File: config.mk
export PLATFORM = sky130hd
export DESIGN_NAME = pwu_ram
export DESIGN_NICKNAME = d
export VERILOG_FILES = /design/src/pwu_ram.sv
export SDC_FILE = /design/constraint.sdc
export NUM_CORES = 2
export LEC_CHECK = 0
export BUFFER_PORTS_ARGS = -buffer_cell sky130_fd_sc_hd__buf_2
export CAP_MARGIN = 20
export CELL_PAD_IN_SITES_DETAIL_PLACEMENT = 0
export CELL_PAD_IN_SITES_GLOBAL_PLACEMENT = 1
export CORE_UTILIZATION = 42
export CTS_CLUSTER_SIZE = 28
export DETAILED_ROUTE_END_ITERATION = 8
export PLACE_DENSITY_LB_ADDON = 0.1
export SKIP_LAST_GASP = 1
export SLEW_MARGIN = 20
export SYNTH_ARGS = -nofsm -noshare
export SYNTH_HDL_FRONTEND = slang
export SYNTH_SLANG_ARGS = --single-unit
File: constraint.sdc
create_clock -name clk -period 3.2 [get_ports clk]
set_input_delay 0.32 -clock clk [delete_from_list [all_inputs] [get_ports clk]]
set_output_delay 0.32 -clock clk [all_outputs]
set_load 0.05 [all_outputs]
File: src/pwu_ram.sv
module pwu_ram #(
  parameter int Width = 32,
  parameter int Depth = 64
) (
  input  logic                     clk,
  input  logic                     we,
  input  logic [$clog2(Depth)-1:0] waddr,
  input  logic [Width-1:0]         wdata,
  input  logic [$clog2(Depth)-1:0] raddr,
  output logic [Width-1:0]         rdata
);

  logic [Width-1:0] mem [Depth];

  // one write port, registered read port
  always_ff @(posedge clk) begin
    if (we) begin
      mem[waddr] <= wdata;
    end
    rdata <= mem[raddr];
  end

endmodule

==> flow_metrics.tcl <==
set metrics [dict create \
    status "complete, no violations" \
    worst_ir_drop_vdd_mv 0.451 \
    die-area_mm2 0.189 \
    fin_worst_skew_ns 0.0246 \
    yosysTopAreaCellShare_pct 78.3 \
    rows 158 \
    wl_per_cell_um 33.5 \
    pre_cts_ws_ns -0.000590 \
    p_leak_uw 0.0288 \
    initial_core_util_pct 42.3 \
    ys.warnings.count 0 \
    fin_nets 3750 \
    finalHoldViolCount 0 \
    relSlewSlack_pct 27.5 \
    cts_buffers 214 \
    synthAdderAreaFrac_pct 0 \
    crit_type "in -> reg" \
    boundaryPins 78 \
    register_area_mm2 0.0621 \
    place_inst 5959 \
    tightestPinTransition_ns 1.09 \
    synth_flop_cell "edfxtp_1" \
    cts_hold_buf 3 \
    netlist.top_cell.by_area "edfxtp_1" \
    cts_tree "yes" \
    synth_xor_area_share_pct 0 \
    place_hpwl_um 123000 \
    path_clk_slew_ns 0.06 \
    vias_per_cell 5.78 \
    synthSimpleGateAreaFrac_pct 1.27 \
    cts-root-buf "clkbuf_16" \
    cp-end-kind "register" \
    arrival_ns 2.94 \
    core_area_mm2 0.186 \
    fillCellCount 14702 \
    port_buffers 77 \
    cts_buffer_depth 3 \
    start_kind "input pin" \
    synth.distinct_cells 34 \
    synth.most_common_cell "edfxtp_1" \
    crit_start "raddr[0]" \
    syn_area_mm2 0.0785 \
    synth_top_family_by_area "multiplexers" \
    synth_compound_area_share_pct 1.67 \
    grt-ovfl-total 0 \
    place.gp.congestion 0.766 \
    async_flop_share_pct 0 \
    rsz0062_at_grt "no" \
    detail-route-antenna-nets 0 \
    drive_above_1_share_pct 32.9 \
    final_core_util_pct 49.5 \
    syn_area_per_cell_um2 23.6 \
    clock_sinks 2080 \
    synthMuxAreaShare_pct 16.8 \
    p_total_uw 58000 \
    drt_pass1_iterations 7 \
    cts_resized 0 \
    fin_area_mm2 0.0918 \
    setup_viol 0 \
    die_w_um 434 \
    synth-edff-count 2048 \
    placed_area_mm2 0.0846 \
    num_vias 36923 \
    synthCells 3324 \
    post_cts_buffers 0 \
    synth_commonest_cells "2048 x edfxtp_1, 544 x mux4_2, 137 x nor2_1, 93 x mux2i_1, 84 x o22ai_1" \
    wl_um 214000 \
    fin_ws_ns 0.965 \
    antenna_found_initial 16 \
    insertion_delay_ns 0.86 \
    area_delta_synth_final_pct 16.9 \
    multi_input_area_mm2 0.0160 \
    drv_cap 0 \
    max_freq_mhz 447 \
    maxSlewViolCount 0 \
    worstHoldPathType "in -> reg" \
    grt_pass1_wl_um 299000 \
    ys_ff_latch 2080 \
    final.period_utilization_pct 69.9 \
    rr_startpoint "mem[33][10]$_DFFE_PP_" \
    finalCriticalPeriod_ns 2.24 \
    die_h_um 434 \
    powerDensity_mw_per_mm2 632 \
    synth_nets 3370 \
    cp.required_ns 3.91 \
    grt_pass1_vias 38770 \
    crit_fanout 30 \
    grt.total_usage_pct 23.0 \
    htreeDepth 4 \
    first_iter_violations 3510 \
    synthTopCellsByArea "edfxtp_1 78%, mux4_2 16%, mux2i_1 1.2%" \
    drcViolationCount 0 \
    layoutNonFillerInstCount 6386 \
    worstHoldStart "wdata[1]" \
    ys_seq_area_share_pct 79.1 \
    grt_max_degree 65 \
]
[cell families after synthesis]
kind of cell	after synthesis
mux	637
simple gates	223
flops	2080
buf+inv	182
compound gates	202
[per-stage QoR]
step | setup TNS (ns) | hold slack, ns
3_3_place_gp | 0 | 0.736
2_1_floorplan | 0 | 0.419
3_5_place_dp | -0.000590 | 0.731
4_1_cts | 0 | 0.0241
6_report | 0 | 0.00410
5_1_grt | 0 | 0.00829
[critical path, cell delays in order]
cell     delay (ns)
buf_8          0.38
buf_12         0.27
buf_12         0.27
mux4_2         0.54
mux4_2         0.51
o22ai_1        0.46
nor2_1         0.10
[cell usage in the layout (no fill, tap or decap), drive strengths merged, types with 5 or more instances in the layout]
master / Yosys / final
edfxtp: 2048 / 2048
mux4: 544 / 544
buf: 108 / 339
clkbuf: 74 / 268
nor2: 137 / 137
clkinv: 0 / 113
mux2i: 93 / 93
o22ai: 84 / 84
a21oi: 62 / 62
dfxtp: 32 / 32
o221ai: 27 / 27
nand2: 26 / 26
bufinv: 0 / 17
nor2b: 15 / 15
a22oi: 12 / 12
diode: 0 / 8
a311oi: 8 / 8
nand2b: 8 / 8
clkinvlp: 0 / 7
dlygate4sd3: 0 / 7
nor3: 7 / 7
nand3b: 5 / 5
nand3: 5 / 5
or3b: 5 / 5
inv: 0 / 5
[power by group]
part           internal [µW]  total (µW)  switching (µW)  leakage (µW)
clock                  14200       24600           10400       0.00348
combinational           1160        3070            1910       0.00664
sequential             30200       30300             133        0.0187
[metal layers]
metal	vias to the layer above	share of wire [%]	global-route usage [%]
met5	-	0.032	0
met1	20342	42	31.4
met3	274	6.0	4.05
met4	12	2.5	6.66
li1	15097	-	-
met2	1198	50	38.1
[final timing paths]
kind                                to  slack (ns)  cells past startpoint
hold / removal    mem[12][1]$_DFFE_PP_       0.004                      1
hold reg to reg      rdata[17]$_DFF_P_        0.74                      4
setup reg to reg     rdata[10]$_DFF_P_        1.03                      5
setup / recovery      rdata[1]$_DFF_P_        0.96                      7
[cell type report]
| class | count | share of cell area, % |
|---|---|---|
| Antenna cell | 8 | 0.0218 |
| Clock buffer | 268 | 6.30 |
| Clock inverter | 142 | 1.37 |
| Multi-Input combinational cell | 1062 | 17.4 |
| Sequential cell | 2080 | 67.7 |
| Tap cell | 2480 | 3.38 |
| Timing Repair Buffer | 346 | 3.85 |
[sequential cells by signal, summed over array words and instances (netlist names)]
name	count
mem	2048
rdata	32
Note: power is estimated with default switching activity, not from simulation.
