<file path="config.mk">
export PLATFORM = sky130hd
export DESIGN_NAME = pwu_cordic_cell
export DESIGN_NICKNAME = d
export VERILOG_FILES = /design/src/pwu_pkg.sv /design/src/pwu_cordic_cell.sv
export SDC_FILE = /design/constraint.sdc
export NUM_CORES = 1
export LEC_CHECK = 0
export BUFFER_PORTS_ARGS = -buffer_cell sky130_fd_sc_hd__buf_2
export CORE_MARGIN = 8
export CORE_UTILIZATION = 60
export DETAILED_ROUTE_END_ITERATION = 6
export GPL_TIMING_DRIVEN = 0
export PLACE_DENSITY = 0.85
export REMOVE_ABC_BUFFERS = 1
export SLEW_MARGIN = 20
export SYNTH_ARGS = -nofsm -noshare
export SYNTH_HDL_FRONTEND = slang
export SYNTH_SLANG_ARGS = --single-unit
</file>
<file path="constraint.sdc">
create_clock -name clk -period 7.6 [get_ports clk]
set_input_delay 1.52 -clock clk [delete_from_list [all_inputs] [get_ports clk]]
set_output_delay 1.52 -clock clk [all_outputs]
set_load 0.02 [all_outputs]
</file>
<file path="src/pwu_pkg.sv">
package pwu_pkg;

  // landmark table geometry
  localparam int MaxLandmarks = 64;
  localparam int AddrW        = $clog2(MaxLandmarks);
  localparam int CountW       = 7;

  // heading reduction and rotation constants, Q2.30
  localparam int CordW     = 34;
  localparam int CordSteps = 24;
  localparam logic [45:0] TwoPiQ30 = 46'd6746518852;
  localparam logic signed [35:0] PiQ30     = 36'sd3373259426;
  localparam logic signed [35:0] HalfPiQ30 = 36'sd1686629713;
  localparam logic signed [CordW-1:0] GainQ30 = 34'sd652032874;

  // weight arithmetic constants
  localparam logic [47:0] WeightOne = 48'h0001_0000_0000;
  localparam logic [47:0] WeightMax = 48'hFFFF_FFFF_FFFF;
  localparam logic [38:0] ExpCap    = 39'h40_0000_0000;
  localparam logic [32:0] OneQ32    = 33'h1_0000_0000;

  typedef enum logic [1:0] {
    CMD_LOAD = 2'd0,
    CMD_POSE = 2'd1,
    CMD_OBS  = 2'd2,
    CMD_NONE = 2'd3
  } cmd_t;

  typedef enum logic [2:0] {
    REG_RANGE = 3'd0,
    REG_KX    = 3'd1,
    REG_KY    = 3'd2,
    REG_NORM  = 3'd3,
    REG_COUNT = 3'd4
  } reg_t;

  typedef enum logic [4:0] {
    S_IDLE,
    S_REDUCE,
    S_FOLD,
    S_CORDIC,
    S_XF_MUL,
    S_XF_SUM,
    S_SCAN,
    S_EXP_MUL,
    S_EXP_SUM,
    S_NE_MUL,
    S_NE_RCP,
    S_NE_DIV,
    S_NE_SQ,
    S_GAIN,
    S_WMUL,
    S_WSUM,
    S_DONE
  } state_t;

  // rotation vector handed from cell to cell
  typedef struct packed {
    logic signed [CordW-1:0] x;
    logic signed [CordW-1:0] y;
    logic signed [CordW-1:0] z;
  } cordic_t;

  // arctangent of 2^-i in Q2.30
  function automatic logic signed [CordW-1:0] atan_q30(input logic [4:0] idx);
    logic signed [CordW-1:0] v;
    unique case (idx)
      5'd0:    v = 34'sd843314856;
      5'd1:    v = 34'sd497837829;
      5'd2:    v = 34'sd263043836;
      5'd3:    v = 34'sd133525158;
      5'd4:    v = 34'sd67021686;
      5'd5:    v = 34'sd33543515;
      5'd6:    v = 34'sd16775850;
      5'd7:    v = 34'sd8388437;
      5'd8:    v = 34'sd4194282;
      5'd9:    v = 34'sd2097149;
      5'd10:   v = 34'sd1048575;
      5'd11:   v = 34'sd524287;
      5'd12:   v = 34'sd262143;
      5'd13:   v = 34'sd131071;
      5'd14:   v = 34'sd65535;
      5'd15:   v = 34'sd32767;
      5'd16:   v = 34'sd16383;
      5'd17:   v = 34'sd8191;
      5'd18:   v = 34'sd4095;
      5'd19:   v = 34'sd2047;
      5'd20:   v = 34'sd1023;
      5'd21:   v = 34'sd511;
      5'd22:   v = 34'sd255;
      5'd23:   v = 34'sd127;
      default: v = '0;
    endcase
    return v;
  endfunction

  // floor(2^32 / n) for the series divisions
  function automatic logic [32:0] recip_q32(input logic [4:0] n);
    logic [32:0] v;
    unique case (n)
      5'd1:    v = 33'd4294967296;
      5'd2:    v = 33'd2147483648;
      5'd3:    v = 33'd1431655765;
      5'd4:    v = 33'd1073741824;
      5'd5:    v = 33'd858993459;
      5'd6:    v = 33'd715827882;
      5'd7:    v = 33'd613566756;
      5'd8:    v = 33'd536870912;
      5'd9:    v = 33'd477218588;
      5'd10:   v = 33'd429496729;
      5'd11:   v = 33'd390451572;
      5'd12:   v = 33'd357913941;
      5'd13:   v = 33'd330382099;
      5'd14:   v = 33'd306783378;
      5'd15:   v = 33'd286331153;
      5'd16:   v = 33'd268435456;
      5'd17:   v = 33'd252645135;
      5'd18:   v = 33'd238609294;
      5'd19:   v = 33'd226050910;
      5'd20:   v = 33'd214748364;
      5'd21:   v = 33'd204522252;
      5'd22:   v = 33'd195225786;
      5'd23:   v = 33'd186737708;
      default: v = 33'd4294967296;
    endcase
    return v;
  endfunction

endpackage

</file>
<file path="src/pwu_cordic_cell.sv">
module pwu_cordic_cell (
  input  logic             clk,
  input  logic [4:0]       step,
  input  pwu_pkg::cordic_t din,
  output pwu_pkg::cordic_t dout
);

  pwu_pkg::cordic_t nxt;

  // one micro-rotation toward zero residual angle
  always_comb begin
    if (!din.z[pwu_pkg::CordW-1]) begin
      nxt.x = din.x - (din.y >>> step);
      nxt.y = din.y + (din.x >>> step);
      nxt.z = din.z - pwu_pkg::atan_q30(step);
    end else begin
      nxt.x = din.x + (din.y >>> step);
      nxt.y = din.y - (din.x >>> step);
      nxt.z = din.z + pwu_pkg::atan_q30(step);
    end
  end

  always_ff @(posedge clk) begin
    dout <= nxt;
  end

endmodule
</file>
==> impl_metrics.csv <==
group,metric,value,unit
finish,layout-drive-gt1-share,0.2193,
cts,tritoncts_clock_tree,"done",
timing,max_slew.worst_pin.slew,1.044,ns
global_route,overflow_left_after_global_routing,0,
critical_path,max_stage_delay_cell_worst_path,"sky130_fd_sc_hd__mux4_2",
timing,final-setup-viol-count,0,
critical_path,crit_path_cell_trace,"buf_12 > bufbuf_16 > mux4_2 > a21boi_0 > o221ai_1 > nor4b_2 > and3_1 > and3_1 > a21oi_1 > xor2_1 > ha_1 > nand4_1 > or3_1 > a211oi_1 > a2111oi_1 > o31ai_1 > o221ai_1 > o211a_1 > a31oi_1 > xor2_1",
logic_synthesis,post-synth-top-area-fraction,0.1407,
pwr,power.switching,1612,uW
pwr,power_leakage,0.006902,uW
die,die_y,171.5,microns
pwr,combPwrFrac,0.611,
timing,finalHoldViolCount,0,
die,initial_utilization,0.6039,
placement,place_ws,-0.7938,ns
cts,cts_setup_buffers,0,
timing,worst_slew_margin_rel,0.3015,
cts,tritoncts.num_buffers,9,
logic_synthesis,synth-main-ff-cell,"sky130_fd_sc_hd__dfxtp_1",
logic_synthesis,synth.avg_cell_area,8.463,sq um
global_route,grt_max_degree,77,
global_route,grt_pass1_wl,81.26,mm
pwr,power_density,215.1,mW/mm^2
finish,largest_register_ff_count,102,
logic_synthesis,synthesis.area,0.01451,sq mm
critical_path,critical_path_buf_inv_count,2,
cts,clock-sinks,102,
cts,clock-root-buffer,"sky130_fd_sc_hd__clkbuf_16",
detailed_routing,wl_per_cell,24.39,microns
status,outcome,"complete, but fails checks",
logic_synthesis,synthesis.yosys.warnings,0,
logic_synthesis,synth_top_cell_by_area,"sky130_fd_sc_hd__dfxtp_1",
cts,clkSlewWorstSetupHoldPaths,0.09,ns
timing,post-route-min-period,7.390,ns
detailed_routing,drt_iter0_markers,1868,
logic_synthesis,synth_enable_flop_cells,0,
global_route,antenna_found_initial,0,
cts,h-tree-depth,3,
global_route,grt.total_usage,0.3504,
die,placeable_core_region,0.02403,sq mm
hold_path,hold_path_end,"dout[0]",
pwr,power_frac_seq,0.238,
detailed_routing,drt_total_wl,52.95,mm
pwr,design_power_total,3454,uW
finish,registers.top_by_ff_count,"dout",
critical_path,path_class,"input port to flop",
timing,post-route-period-util,0.9724,
detailed_routing,antenna_violating_nets_post_route,0,
placement,placed_cells_incl_taps,2153,
pwr,internal-power,1843,uW
hold_path,hold_path.startpoint,"din[0]",
critical_path,worst_ep_required_time,7.91,ns
detailed_routing,via_count_of_the_routed_design,15150,
critical_path,critical_path_depth,20,
finish,design.final.nets,2063,
logic_synthesis,yosys_register_bits,102,
status,violations,"design-rule violations",
logic_synthesis,synthDistinctLibCells,91,
critical_path,max_stage_delay,0.55,ns
finish,area_growth,10.66,%
cts,cts_max_path_buffers,2,
pwr,power.ir.vdd_worst,153.1,uV
detailed_routing,drt_first_pass_iters,7,
finish,insertedDiodeCount,0,
detailed_routing,post_drt_via_cell_ratio,6.978,
global_route,first_global_vias,14440,
die,std_cell_rows,57,
finish,layout_top_registers,"dout: 102 flops",
timing,postLayoutSetupSlackWorst,0.2095,ns
hold_path,hp-class,"input port to flop",
critical_path,worstSetupStartpointType,"input port",
critical_path,kind_of_end_point_of_the_critical_path,"flop",
job,max_cap_violations,0,
placement,buffer_ports.inserted,209,
critical_path,critical-path-top-delay-family,"compound AO/OA/AOI/OAI gates",
die,io_pins,210,
die,fp.dieW,171.5,microns
hold_path,worstHoldPathCells,2,
logic_synthesis,seq_area_frac_synth,0.1407,
timing,grt_setup_unrepaired,"false",
die,floorplan_die_area,0.02942,sq mm
critical_path,arrival,7.70,ns
logic_synthesis,ys_async_sr_fraction,0,
logic_synthesis,netlist_instances,1715,
timing,fin_hold_ws,1.377,ns
placement,dp_hpwl,40.27,mm
finish,layout.cells.non_filler,2171,
finish,final_design_area_no_fill,0.01606,sq mm
detailed_routing,remaining_drc_errors,6,
logic_synthesis,post_synth_main_area_contributors,"sky130_fd_sc_hd__dfxtp_1 (14%), sky130_fd_sc_hd__mux4_2 (13%), sky130_fd_sc_hd__ha_1 (9.5%)",
timing,slew_violations,0,
critical_path,crit_path_max_fanout,52,
placement,routabilityCongestion,0.9446,
timing,fmax,0.1353,GHz
placement,placement.cell_area,0.01559,sq mm
pwr,power.switching_fraction,0.4665,
cts,post_cts_hold_buffer_count,0,
pwr,clock_power_share,0.151,
[repair_timing]
item                                    in CTS  in global routing
gates resized for setup                      7                 16
cloned                                       1                  1
endpoints found under the setup margin      14                 20
[metal layers]
layer	wire length (microns)	vias up	part of all wire	GRT usage
li1	-	6752	-	-
met1	20510	7152	0.39	0.4453
met2	23630	1035	0.45	0.5595
met3	6152	211	0.12	0.08171
met4	2652	0	0.050	0.1554
met5	0	-	0	0
[synthesized netlist by cell type, types with 8 or more instances]
cell type / number
sky130_fd_sc_hd__nand2b_1: 19
sky130_fd_sc_hd__xor2_1: 63
sky130_fd_sc_hd__and2_1: 18
sky130_fd_sc_hd__mux2i_1: 59
sky130_fd_sc_hd__nor4_1: 8
sky130_fd_sc_hd__o21ai_0: 86
sky130_fd_sc_hd__o21bai_1: 18
sky130_fd_sc_hd__o31ai_1: 11
sky130_fd_sc_hd__xnor2_1: 109
sky130_fd_sc_hd__a21oi_1: 143
sky130_fd_sc_hd__o22ai_1: 15
sky130_fd_sc_hd__inv_1: 49
sky130_fd_sc_hd__mux2_2: 34
sky130_fd_sc_hd__ha_1: 110
sky130_fd_sc_hd__o221ai_1: 9
sky130_fd_sc_hd__a31oi_1: 30
sky130_fd_sc_hd__nand4_1: 9
sky130_fd_sc_hd__buf_1: 18
sky130_fd_sc_hd__and3_1: 16
sky130_fd_sc_hd__nor3_1: 26
sky130_fd_sc_hd__or3_1: 15
sky130_fd_sc_hd__a22oi_1: 10
sky130_fd_sc_hd__nand3_1: 30
sky130_fd_sc_hd__nor2_1: 141
sky130_fd_sc_hd__clkbuf_1: 44
sky130_fd_sc_hd__a41oi_1: 10
sky130_fd_sc_hd__or2_2: 11
sky130_fd_sc_hd__buf_2: 26
sky130_fd_sc_hd__nand2_1: 118
sky130_fd_sc_hd__nor2b_1: 20
sky130_fd_sc_hd__o211ai_1: 19
sky130_fd_sc_hd__dfxtp_1: 102
sky130_fd_sc_hd__o21a_1: 15
sky130_fd_sc_hd__a221oi_1: 15
sky130_fd_sc_hd__a211oi_1: 18
sky130_fd_sc_hd__mux4_2: 87
sky130_fd_sc_hd__a21o_1: 51
[kinds of logic (layout without fill, tap and decap cells)]
| group | count (synthesis) | after routing | synth area share |
|---|---|---|---|
| AOI/OAI and AO/OA | 530 | 530 | 0.2428 |
| and+or+nand+nor | 462 | 462 | 0.1581 |
| muxes | 183 | 183 | 0.2044 |
| xor gates and xnor gates | 172 | 172 | 0.1038 |
| buffers and inverters | 153 | 285 | 0.05121 |
| adders and majority gates | 113 | 113 | 0.09897 |
| DFF | 102 | 102 | 0.1407 |
[stage by stage]
| step | setup TNS [ns] | util |
|---|---|---|
| 2_1_floorplan | 0 | - |
| 3_3_place_gp | -131.21 | 0.6415 |
| 3_5_place_dp | -10.37 | 0.6488 |
| 4_1_cts | 0 | 0.6642 |
| 5_1_grt | 0 | 0.6683 |
| 6_report | 0 | 0.6683 |
[cells in the final DEF (no fill, tap or decap), types with 30 or more instances in the layout]
cell / netlist / final
sky130_fd_sc_hd__xor2_1: 63 / 63
sky130_fd_sc_hd__mux2_2: 34 / 34
sky130_fd_sc_hd__nand2_1: 118 / 118
sky130_fd_sc_hd__a31oi_1: 30 / 30
sky130_fd_sc_hd__dfxtp_1: 102 / 102
sky130_fd_sc_hd__a21oi_1: 143 / 143
sky130_fd_sc_hd__xnor2_1: 109 / 109
sky130_fd_sc_hd__inv_1: 49 / 48
sky130_fd_sc_hd__nor2_1: 141 / 138
sky130_fd_sc_hd__mux2i_1: 59 / 58
sky130_fd_sc_hd__o21ai_0: 86 / 85
sky130_fd_sc_hd__a21o_1: 51 / 51
sky130_fd_sc_hd__mux4_2: 87 / 87
sky130_fd_sc_hd__nand3_1: 30 / 30
sky130_fd_sc_hd__ha_1: 110 / 110
sky130_fd_sc_hd__buf_2: 26 / 203
[power by group through the flow]
stage	Combinational, uW	Sequential (uW)	Clock (uW)
5_1_grt	2260	845	545
3_5_place_dp	2060	835	0
3_3_place_gp	2020	828	0
2_1_floorplan	1080	1140	0
4_1_cts	2070	825	527
6_report	2110	823	521
[cell type report]
| type | instances | area [sq um] |
|---|---|---|
| Inverter | 52 | 205.2 |
| Clock inverter | 7 | 88.84 |
| Timing Repair Buffer | 217 | 1280 |
| Sequential cell | 102 | 2042 |
| Clock buffer | 9 | 225.2 |
| Multi-Input combinational cell | 1460 | 11820 |
| Fill cell | 2016 | 7973 |
| Tap cell | 324 | 405.4 |
[worst max path at each step]
| stage | startpoint | to |
|---|---|---|
| 6_report | step[0] | dout[66] |
| 5_1_grt | step[3] | dout[100] |
| 4_1_cts | step[0] | dout[100] |
| 3_5_place_dp | step[3] | dout[101] |
| 3_3_place_gp | step[0] | dout[66] |
| 2_1_floorplan | step[4] | dout[101] |
No activity file was read; power rests on OpenSTA's default activity.
